--- src/rtl/krc4_pkg.sv ---
// ---------------------------------------------------------------------------
// krc4_pkg
// Shared types, constants and command/status structs for the keyed RC4
// keystream generator.
// ---------------------------------------------------------------------------
package krc4_pkg;

   localparam int SUBKEY_BYTES_DEF = 65536;
   localparam int MAX_FETCH_DEF    = 64;
   localparam int KEY_TAIL_GAP     = 89;
   localparam int STORE_DEPTH      = 65536;
   localparam int STORE_AW         = 16;
   localparam int PERM_DEPTH       = 256;

   typedef enum logic [1:0] {
      OP_LOAD  = 2'd0,
      OP_START = 2'd1,
      OP_FETCH = 2'd2,
      OP_NONE  = 2'd3
   } op_type;

   typedef struct packed {
      logic [1:0]  operation;
      logic [15:0] key_address;
      logic [7:0]  key_byte;
      logic [6:0]  fetch_count;
   } req_type;

   typedef struct packed {
      logic [7:0] out_byte;
      logic       last;
   } rsp_type;

   typedef enum logic [3:0] {
      ST_IDLE,
      ST_INIT,
      ST_KS_RD,
      ST_KS_J,
      ST_KS_SW,
      ST_KS_T,
      ST_GEN_A,
      ST_GEN_B,
      ST_GEN_SW,
      ST_GEN_T,
      ST_GEN_OUT,
      ST_GEN_RSP
   } state_type;

   // commands from controller to datapath
   typedef struct packed {
      logic store_wr;
      logic init_clear;
      logic init_step;
      logic ks_rd;
      logic ks_j;
      logic ks_sw;
      logic ks_t;
      logic gen_a;
      logic gen_b;
      logic gen_sw;
      logic gen_t;
      logic gen_out;
      logic gen_rsp;
      logic fetch_begin;
   } cmd_type;

   // status from datapath to controller
   typedef struct packed {
      logic init_done;
      logic ks_done;
      logic skipping;
      logic run_done;
   } sts_type;

endpackage

--- src/rtl/krc4_ctrl.sv ---
// ---------------------------------------------------------------------------
// krc4_ctrl
// Controller state machine sequencing fill, key schedule and generation.
// ---------------------------------------------------------------------------
module krc4_ctrl import krc4_pkg::*; (
   input  logic       clock,
   input  logic       reset,
   input  logic       start,
   input  logic [1:0] operation,
   input  logic [6:0] fetch_count,
   input  sts_type    sts,
   output cmd_type    cmd,
   output logic       busy,
   output logic       rsp_valid
);

   state_type state_ff, state_in;
   logic      first_ff, first_in;
   logic      key_ff, key_in;

   always_ff @(posedge clock) begin
      if (reset) begin
         state_ff <= ST_INIT;
         first_ff <= 1'b1;
         key_ff   <= 1'b0;
      end else begin
         state_ff <= state_in;
         first_ff <= first_in;
         key_ff   <= key_in;
      end
   end

   // next state and commands
   always_comb begin
      state_in  = state_ff;
      first_in  = first_ff;
      key_in    = key_ff;
      cmd       = '0;
      busy      = (state_ff != ST_IDLE);
      rsp_valid = 1'b0;
      case (state_ff)
         ST_IDLE: begin
            if (start) begin
               case (operation)
                  OP_LOAD:  cmd.store_wr = 1'b1;
                  OP_START: begin
                     cmd.init_clear = 1'b1;
                     first_in       = 1'b1;
                     key_in         = 1'b1;
                     state_in       = ST_INIT;
                  end
                  OP_FETCH: begin
                     if (fetch_count != 7'd0) begin
                        cmd.fetch_begin = 1'b1;
                        state_in        = ST_GEN_A;
                     end
                  end
                  default: ;
               endcase
            end
         end
         // identity fill, then key schedule when started by a command
         ST_INIT: begin
            if (first_ff) begin
               cmd.init_clear = 1'b1;
               first_in       = 1'b0;
            end else if (sts.init_done) begin
               cmd.init_clear = 1'b1;
               key_in         = 1'b0;
               state_in       = (key_ff) ? ST_KS_RD : ST_IDLE;
            end else begin
               cmd.init_step = 1'b1;
            end
         end
         ST_KS_RD: begin
            if (sts.ks_done) begin
               cmd.init_clear = 1'b1;
               state_in       = ST_IDLE;
            end else begin
               cmd.ks_rd = 1'b1;
               state_in  = ST_KS_J;
            end
         end
         ST_KS_J: begin
            cmd.ks_j = 1'b1;
            state_in = ST_KS_SW;
         end
         ST_KS_SW: begin
            cmd.ks_sw = 1'b1;
            state_in  = ST_KS_T;
         end
         ST_KS_T: begin
            cmd.ks_t = 1'b1;
            state_in = ST_KS_RD;
         end
         ST_GEN_A: begin
            cmd.gen_a = 1'b1;
            state_in  = ST_GEN_B;
         end
         ST_GEN_B: begin
            cmd.gen_b = 1'b1;
            state_in  = ST_GEN_SW;
         end
         ST_GEN_SW: begin
            cmd.gen_sw = 1'b1;
            state_in   = ST_GEN_T;
         end
         ST_GEN_T: begin
            cmd.gen_t = 1'b1;
            state_in  = ST_GEN_OUT;
         end
         ST_GEN_OUT: begin
            cmd.gen_out = 1'b1;
            state_in    = ST_GEN_RSP;
         end
         ST_GEN_RSP: begin
            // output data valid the cycle after the output read
            cmd.gen_rsp = 1'b1;
            rsp_valid   = !sts.skipping;
            state_in    = (!sts.skipping && sts.run_done) ? ST_IDLE : ST_GEN_A;
         end
         default: state_in = ST_IDLE;
      endcase
   end

endmodule

--- config.mk ---
export PLATFORM = sky130hd
export DESIGN_NAME = krc4_ctrl
export DESIGN_NICKNAME = d
export VERILOG_FILES = /design/src/rtl/krc4_pkg.sv /design/src/rtl/krc4_ctrl.sv
export SDC_FILE = /design/constraint.sdc
export NUM_CORES = 1
export LEC_CHECK = 0
export BUFFER_PORTS_ARGS = -buffer_cell sky130_fd_sc_hd__buf_2
export CAP_MARGIN = 15
export CORE_MARGIN = 4
export CORE_UTILIZATION = 26
export CTS_CLUSTER_SIZE = 24
export DETAILED_ROUTE_END_ITERATION = 16
export HOLD_SLACK_MARGIN = 0.02
export SYNTH_ARGS = -nofsm -noshare
export SYNTH_HDL_FRONTEND = slang
export SYNTH_SLANG_ARGS = --single-unit
export TNS_END_PERCENT = 10
--- constraint.sdc ---
create_clock -name clock -period 1.9 [get_ports clock]
set_input_delay 0.38 -clock clock [delete_from_list [all_inputs] [get_ports clock]]
set_output_delay 0.38 -clock clock [all_outputs]
set_load 0.005 [all_outputs]
==> impl_summary.md, run 1 <==
STA
Setup violations remaining at the end of the flow were counted as 0. The total count of hold-check failures in the final report was 0. The highest clock rate is roughly 0.55 GHz. The clock skew is 0.00998 ns. The total count of max-transition violations in the final report is 0. The hold slack is 0.320 ns.

The relative slew slack is 72.1%. After layout, the minimum clock period comes to 1.81 ns. At the pin with the least slew margin, the transition time is 0.415 ns. The period utilization is 95.3%.

The total negative slack for setup checks is 0 ns. Setup repair after global routing left no endpoint under its margin.

Power
The standby leakage power is 0.000358 uW. The maximum ir drop on the vdd rail is ~0.15 mV. The cell area power density is 469 nW/um^2.

Detailed routing
The via count of the routed design is 689. For this block, the initial DRC count from the detailed router was 14. The wire length per cell is 11.8 microns. The count of nets left with antenna violations once routing finished came out at 0. The DRC violation count after routing is 0. In the routed layout, each cell is associated on average with a via count of 4.89. The routed design has 1.67 mm of wire. The first detailed-routing pass took 4 iterations.

Clocking
The number of buffers inserted by hold repair at cts is 0. In this run the deepest clock path goes through 2 buffers. The number of buffers added by the clock tree synthesis step is 3. The clock sink count is 6.

The clock slew at the register clock pins of the worst setup and hold paths is 0.05 ns. The clock tree root buffer cell is sky130_fd_sc_hd__clkbuf_4. In this run the number of H-tree levels came out at 1. The clock latency reported for the late side of the worst-skew pair is 0.26 ns.

The clock tree from TritonCTS is yes.

GRT
After global routing the overflow that remains totals 0. The number of antenna violations at the first check in global routing is 0. The number of global-route vias before repair is approximately 620. The first global-routing pass estimated 2.57 mm of wire. Entering global routing, the biggest net connects 13 pins.

The global router's overall resource usage is 12.3%.

Floorplanning
Once the floorplan was initialized, standard cells occupied 28.2% of the core. The core region is 2020 sq um. The die width is 54.8 microns. The die covers 3000 sq um. The floorplan step set the die height to 54.8 microns. The I/O pin total is 32. The count of standard-cell rows is 16.

Final layout
The growth of design area from synthesis to finish is 38.5%. The fraction of layout instances using a drive strength above 1 is 43.0%. The number of diodes is 0. The filler cell count in the final layout is 237.

After the last flow step, the layout net total stands at 132. The multi-input logic area is a little under 400 sq um. The area of all sequential standard cells is 128 sq um.

Critical path
In this run the critical register-to-register path is captured at state_ff[2]$_SDFFE_PP0P_. The top fanout value on the critical path is 9. The depth of the worst register-to-register path is 5.

The data required time at the worst endpoint is 1.52 ns. The register-to-register path setup slack is 0.51 ns. The kind of end point of the critical path is a primary output. The critical path startpoint category is a flop. The data arrival time at the worst-slack endpoint is 1.43 ns. The critical path start-end classification is flop to primary output. The startpoint of the worst register-to-register path is state_ff[3]$_SDFFE_PP0P_.

Hold path
In this run the most critical hold path is launched from reset. The hold-critical path depth is 2. In this run the worst hold path is classified as input port to flop.

The worst min-delay path endpoint is key_ff$_SDFFE_PP0P_.

Place
Once detailed placement completed, the half-perimeter wirelength came to 1.33 mm. The routability-driven placement congestion ratio is 0.806. Buffers placed on the I/O ports in this run total 31.

Logic synthesis
The synthesized cell area is ~570 sq um. In this run, synthesis produced a sequential element count of 6. The number of warnings printed during yosys synthesis is 0. The gate count after technology mapping is roughly 80. Yosys mapped the design onto 29 distinct sky130hd cell types. The library cell with the largest summed area after synthesis is sky130_fd_sc_hd__dfxtp_1. The sequential share of the synthesized area is 21.1%. Ranked by total cell area, the synthesized netlist is headed by sky130_fd_sc_hd__dfxtp_1, sky130_fd_sc_hd__nor2_1, sky130_fd_sc_hd__nand2b_1. The area fraction of the dominant cell type after synthesis is a little over a fifth. The synthesized area per cell is 6.94 sq um. Counting every net in the synthesized netlist gives 98.

Status
The flow ran to the end, and the final reports show no timing, DRC or antenna violations.

Flow run
The tool flagged a number of max-cap violations equal to 0.
## layout by cell type (no fill, tap or decap), types with 3 or more instances in the layout
cell type and count:
sky130_fd_sc_hd__buf_4 5, sky130_fd_sc_hd__buf_2 31, sky130_fd_sc_hd__clkbuf_4 3, sky130_fd_sc_hd__dfxtp_2 3, sky130_fd_sc_hd__a21oi_1 5, sky130_fd_sc_hd__nand2_1 5, sky130_fd_sc_hd__nor3_1 7, sky130_fd_sc_hd__o21ai_1 4
sky130_fd_sc_hd__nor2_1 13, sky130_fd_sc_hd__nor4_1 3, sky130_fd_sc_hd__a211oi_1 3, sky130_fd_sc_hd__nand2b_1 7
## per-layer routing
metal,GRT usage (%),wire [microns],up-vias
met5,0,0,-
met4,10.4,53,0
met3,1.91,151,5
met2,19.9,770,32
met1,13.9,693,297
li1,-,-,355
## sequential cells by signal, indices dropped and copies added, names as in the netlist
| register | count |
|---|---|
| key_ff | 1 |
| first_ff | 1 |
| state_ff | 4 |
## layout make-up
cell class,instances,share of cell area (%)
clock buffer,3,2.86
inverter,4,1.90
multi-input combinational,65,50.3
sequential,6,16.2
tap,27,4.29
timing repair buffer,36,24.4
## how the worst max path moves through the flow
stage | slack [ns] | startpoint | endpoint
2_1_floorplan | 0.42 | state_ff[2]$_SDFFE_PP0P_ | cmd[11]
3_3_place_gp | 0.27 | state_ff[1]$_SDFFE_PP0P_ | cmd[0]
3_5_place_dp | 0.22 | state_ff[0]$_SDFFE_PP1P_ | cmd[11]
4_1_cts | 0.04 | state_ff[1]$_SDFFE_PP0P_ | cmd[0]
5_1_grt | 0.01 | state_ff[0]$_SDFFE_PP1P_ | cmd[0]
6_report | 0.09 | state_ff[2]$_SDFFE_PP0P_ | cmd[11]
## critical path, cell delays in order (launching register included)
cell and delay (ns):
sky130_fd_sc_hd__dfxtp_2 0.37, sky130_fd_sc_hd__nand2b_1 0.18, sky130_fd_sc_hd__or3_1 0.36, sky130_fd_sc_hd__nor3_2 0.12
sky130_fd_sc_hd__buf_2 0.13
## per-stage QoR
stage / cell area [sq um] / setup slack, ns / instances / util, % / power, uW
final: 788 / 0.0898 / 141 / 39.0 / 370
after global routing: 788 / 0.0149 / 141 / 39.0 / 400
after CTS: 779 / 0.0436 / 141 / 38.6 / 373
after detailed placement: 753 / 0.216 / 138 / 37.3 / 244
after global placement: 753 / 0.270 / 138 / 37.3 / 242
after floorplan: 569 / 0.421 / 82 / - / 204
## cell families (layout without fill, tap and decap cells)
| logic type | Yosys count | count (layout) | synth area share (%) |
|---|---|---|---|
| AND/OR/NAND/NOR | 44 | 44 | 42.6 |
| AO/OA/AOI/OAI | 19 | 19 | 22.9 |
| buffers and inverters | 11 | 43 | 10.1 |
| flip-flops | 6 | 6 | 21.1 |
| XOR/XNOR | 1 | 1 | 1.54 |
| multiplexers | 1 | 1 | 1.76 |
## synthesized netlist by cell type
cell,n
sky130_fd_sc_hd__a211oi_1,3
sky130_fd_sc_hd__o21a_1,1
sky130_fd_sc_hd__o21ai_1,4
sky130_fd_sc_hd__xor2_1,1
sky130_fd_sc_hd__nand4b_1,1
sky130_fd_sc_hd__buf_4,1
sky130_fd_sc_hd__buf_6,1
sky130_fd_sc_hd__nor2_1,13
sky130_fd_sc_hd__nor2b_1,2
sky130_fd_sc_hd__inv_2,2
sky130_fd_sc_hd__nand2b_1,7
sky130_fd_sc_hd__nor3_1,8
sky130_fd_sc_hd__dfxtp_1,6
sky130_fd_sc_hd__a221oi_2,1
sky130_fd_sc_hd__nor4_4,1
sky130_fd_sc_hd__nor4_1,3
sky130_fd_sc_hd__mux2i_1,1
sky130_fd_sc_hd__a21bo_1,1
sky130_fd_sc_hd__o21ai_0,2
sky130_fd_sc_hd__inv_1,2
sky130_fd_sc_hd__a21oi_1,5
sky130_fd_sc_hd__nand2_1,5
sky130_fd_sc_hd__o22ai_2,1
sky130_fd_sc_hd__clkbuf_1,1
sky130_fd_sc_hd__or3_1,1
sky130_fd_sc_hd__buf_2,4
sky130_fd_sc_hd__nor4b_1,1
sky130_fd_sc_hd__o31ai_1,1
sky130_fd_sc_hd__nand3b_1,2
## report_power, final
part | internal, uW | leakage, uW | switching [uW]
clock | 71.9 | 0.0000138 | 52.7
combinational | 50.5 | 0.000294 | 50.5
sequential | 132 | 0.0000505 | 11.6
total | 255 | 0.000358 | 115
## what timing repair did
action                     CTS  global route
resized for setup            3             3
hold endpoints to repair     0             0
setup endpoints to repair    2             2
setup buffers                0             0
pin swaps                    0             2
No activity file was read; power rests on OpenSTA's default activity.
==> inputs of run 2 (changes only) <==
PLACE_DENSITY = 0.59   (was default)
==> run 2 against run 1 <==
- clock skew decreased by 0.0019 ns
- first-iteration DRC count decreased by 21%
- power decreased by 0.56%
- maximum frequency increased by 1.5%
- clock power about the same
- sequential share of layout area decreased by 0.27 points
- via count decreased by 0.15%
- utilization decreased by 0.12 points
- combinational power about the same
- die area unchanged
- critical path depth unchanged
- highest routed layer is now met3
==> impl_summary.md, run 2 (synthesis results as in run 1) <==
STA
The setup-violating endpoint count in the final report is 0. The relative slew slack is 71.4%. At the pin with the least slew margin, the transition time is 0.428 ns.

Setup slack closes at 0.116 ns. The clock arrives with 0.00805 ns of skew. The total count of max-transition violations in the final report is 0. The highest clock rate is 0.560 GHz. Summed over all failing endpoints, the final setup total negative slack is 0 ns. The total count of hold-check failures in the final report is 0. The period utilization is 93.9%.

The clock period could shrink to 1.78 ns. Setup repair after global routing left no endpoint under its margin.

Final layout
Leaving out fill and tap cells, the most frequent cells in the layout are sky130_fd_sc_hd__buf_2, sky130_fd_sc_hd__nor2_1, sky130_fd_sc_hd__nand2b_1, sky130_fd_sc_hd__nor3_1. In the final layout, the share of cells above drive strength 1 is 41.2%. The filler cell count in the final layout is 215. The largest registers in the layout are state_ff (4), first_ff (1), key_ff (1). In the final layout, the multi-input gates occupy 397 sq um. The net count of the finished layout is 132. Leaving out filler cells and counting taps, the final layout contains between 100 and 150. 0 antenna diodes ended up in the layout. Compared with the post-synthesis result, the final layout area differs by 38.0%. The register with the most flip-flops in the layout has 4 of them.

The area of all sequential standard cells is 125 sq um. The largest register by flop count is state_ff. The library cell used most frequently in the layout, excluding fill and tap cells, is sky130_fd_sc_hd__buf_2.

Critical path
The worst setup path is launched from a flop. Across all register-to-register paths, the minimum setup slack is 0.46 ns. For the worst setup path, the data arrival time is between 1 and 1.5 ns. Of all nets on the critical path, the largest fanout is 3. At the worst endpoint, the required time is 1.52 ns. The critical path start-end classification is flop to primary output. The kind of end point of the critical path is a primary output.

Power
The relative contribution of combinational cells to total power is between 20% and 30%. The portion of total power attributed to sequential cells is 39.0%. The switching power is 112 uW. The maximum ir drop on the vdd rail is 0.189 mV.

The clock network accounts for 33.1% of the total power. Net switching is a little under a third of the power. In this run the static leakage power is 0.000357 uW. The internal power contribution is 255 uW. In this run the power density over the cells is 468 nW/um^2.

Detailed routing
For this run, the detailed router's first-pass iteration total came to 4. The DRC violation count after routing is 0. The wire length per cell is 11.5 microns. Summing over every cut layer, the via total after detailed routing is 688.

The wire length after detailed routing is 1.62 mm. Dividing the detail-routed via count by the number of cells gives 4.88. The count of routing violations after the opening detailed-route iteration is 11.

Once detail routing completed, the nets flagged for antenna violations numbered 0.

Clocking
The clock net in this run drives a total of 6 sinks. The H-tree depth is 1. Once the clock tree was built, the setup fixing pass inserted 0 buffers. After clock tree synthesis, the clock-pin slew on the worst setup and hold paths is around 0.050 ns. Counting along the longest clock path gives a buffer depth of 2. Clock latency on the worst-skew pair, taken at its later pin, is 0.25 ns. TritonCTS created 3 clock buffers. The clock tree from TritonCTS is yes. Clock tree synthesis selected as its root buffer the cell sky130_fd_sc_hd__clkbuf_4.

Place
Once detailed placement completed, the half-perimeter wirelength came to 1.31 mm. In this run the tool buffered the top-level ports with 31 buffer cells. Including well taps, the total number of placed cells is 138.

The congestion estimate from routability-driven global placement came to a little under 0.8. Timing analysis after detailed placement gives a worst setup slack of 0.243 ns.

Floorplanning
The die is between 50 and 60 microns wide. The I/O pin total is 32. The vertical die dimension is around 55 microns.

The core outline area is just over 2000 sq um. The initial core utilization is 28.2%. The count of standard-cell rows is 16. The overall die area is 3000 sq um.

GRT
The pin count of the biggest net entering global routing is 16. The first global-routing pass estimated 2.64 mm of wire. After global routing the overflow that remains totals 0.

The global router's overall resource usage is 12.0%. The number of global-route vias before repair is 620. The number of antenna violations at the first check in global routing is 0.

Hold path
The worst hold-check path type is input port to flop.

Status
The run finished with clean final reports.

Flow run
Across the run, the number of max-cap violations was 0.
## run 2: cell counts in the layout (fill, tap and decap cells not counted)
No cell type changed its count.
## run 2: cell type report
| type | count | share of cell area [%] |
|---|---|---|
| repair buffers | 36 | 24.5 |
| well taps | 27 | 4.30 |
| flip-flops and latches | 6 | 15.9 |
| clock buffers | 3 | 2.87 |
| inverters | 4 | 1.91 |
| multi-input cells | 65 | 50.5 |
## run 2: path summary, 6_finish.rpt
kind | end | cells past startpoint | startpoint
max reg2reg | state_ff[1]$_SDFFE_PP0P_ | 5 | state_ff[1]$_SDFFE_PP0P_
min reg2reg | key_ff$_SDFFE_PP0P_ | 2 | key_ff$_SDFFE_PP0P_
max | cmd[0] | 4 | state_ff[2]$_SDFFE_PP0P_
min | key_ff$_SDFFE_PP0P_ | 2 | reset
## run 2: repair_timing
action,CTS,global route
pin swaps,1,1
hold buffers,0,0
endpoints found under the setup margin,2,2
gates cloned,0,0
gates resized for setup,1,3
## run 2: power by group through the flow
stage / logic, uW / registers, uW / clock network [uW]
2_1_floorplan: 63.5 / 140 / 0
3_3_place_gp: 98.8 / 144 / 0
3_5_place_dp: 99.8 / 145 / 0
4_1_cts: 102 / 143 / 126
5_1_grt: 116 / 145 / 135
6_report: 102 / 143 / 122
## run 2: metal layers
layer  up-vias  track usage, %  routed length, microns
li1        351               -                       -
met2        39            20.3                     754
met5         -               0                       0
met3         0            1.63                     146
met1       298            15.0                     717
met4         0            4.98                       0
## run 2: critical path: stages, from the launching register on
cell and delay (ns):
sky130_fd_sc_hd__dfxtp_1 0.34, sky130_fd_sc_hd__nor4_4 0.34, sky130_fd_sc_hd__nand2_1 0.11, sky130_fd_sc_hd__a211oi_1 0.21, sky130_fd_sc_hd__buf_2 0.15
## run 2: stage by stage
| stage | power [uW] | util (%) | hold slack, ns | area (sq um) |
|---|---|---|---|---|
| finish | 368 | 38.9 | 0.328 | 786 |
| global route | 395 | 38.9 | 0.333 | 786 |
| CTS | 371 | 38.4 | 0.322 | 777 |
| detailed placement | 244 | 37.3 | 0.514 | 753 |
| global placement | 243 | 37.3 | 0.511 | 753 |
| floorplan | 204 | - | 0.453 | 569 |
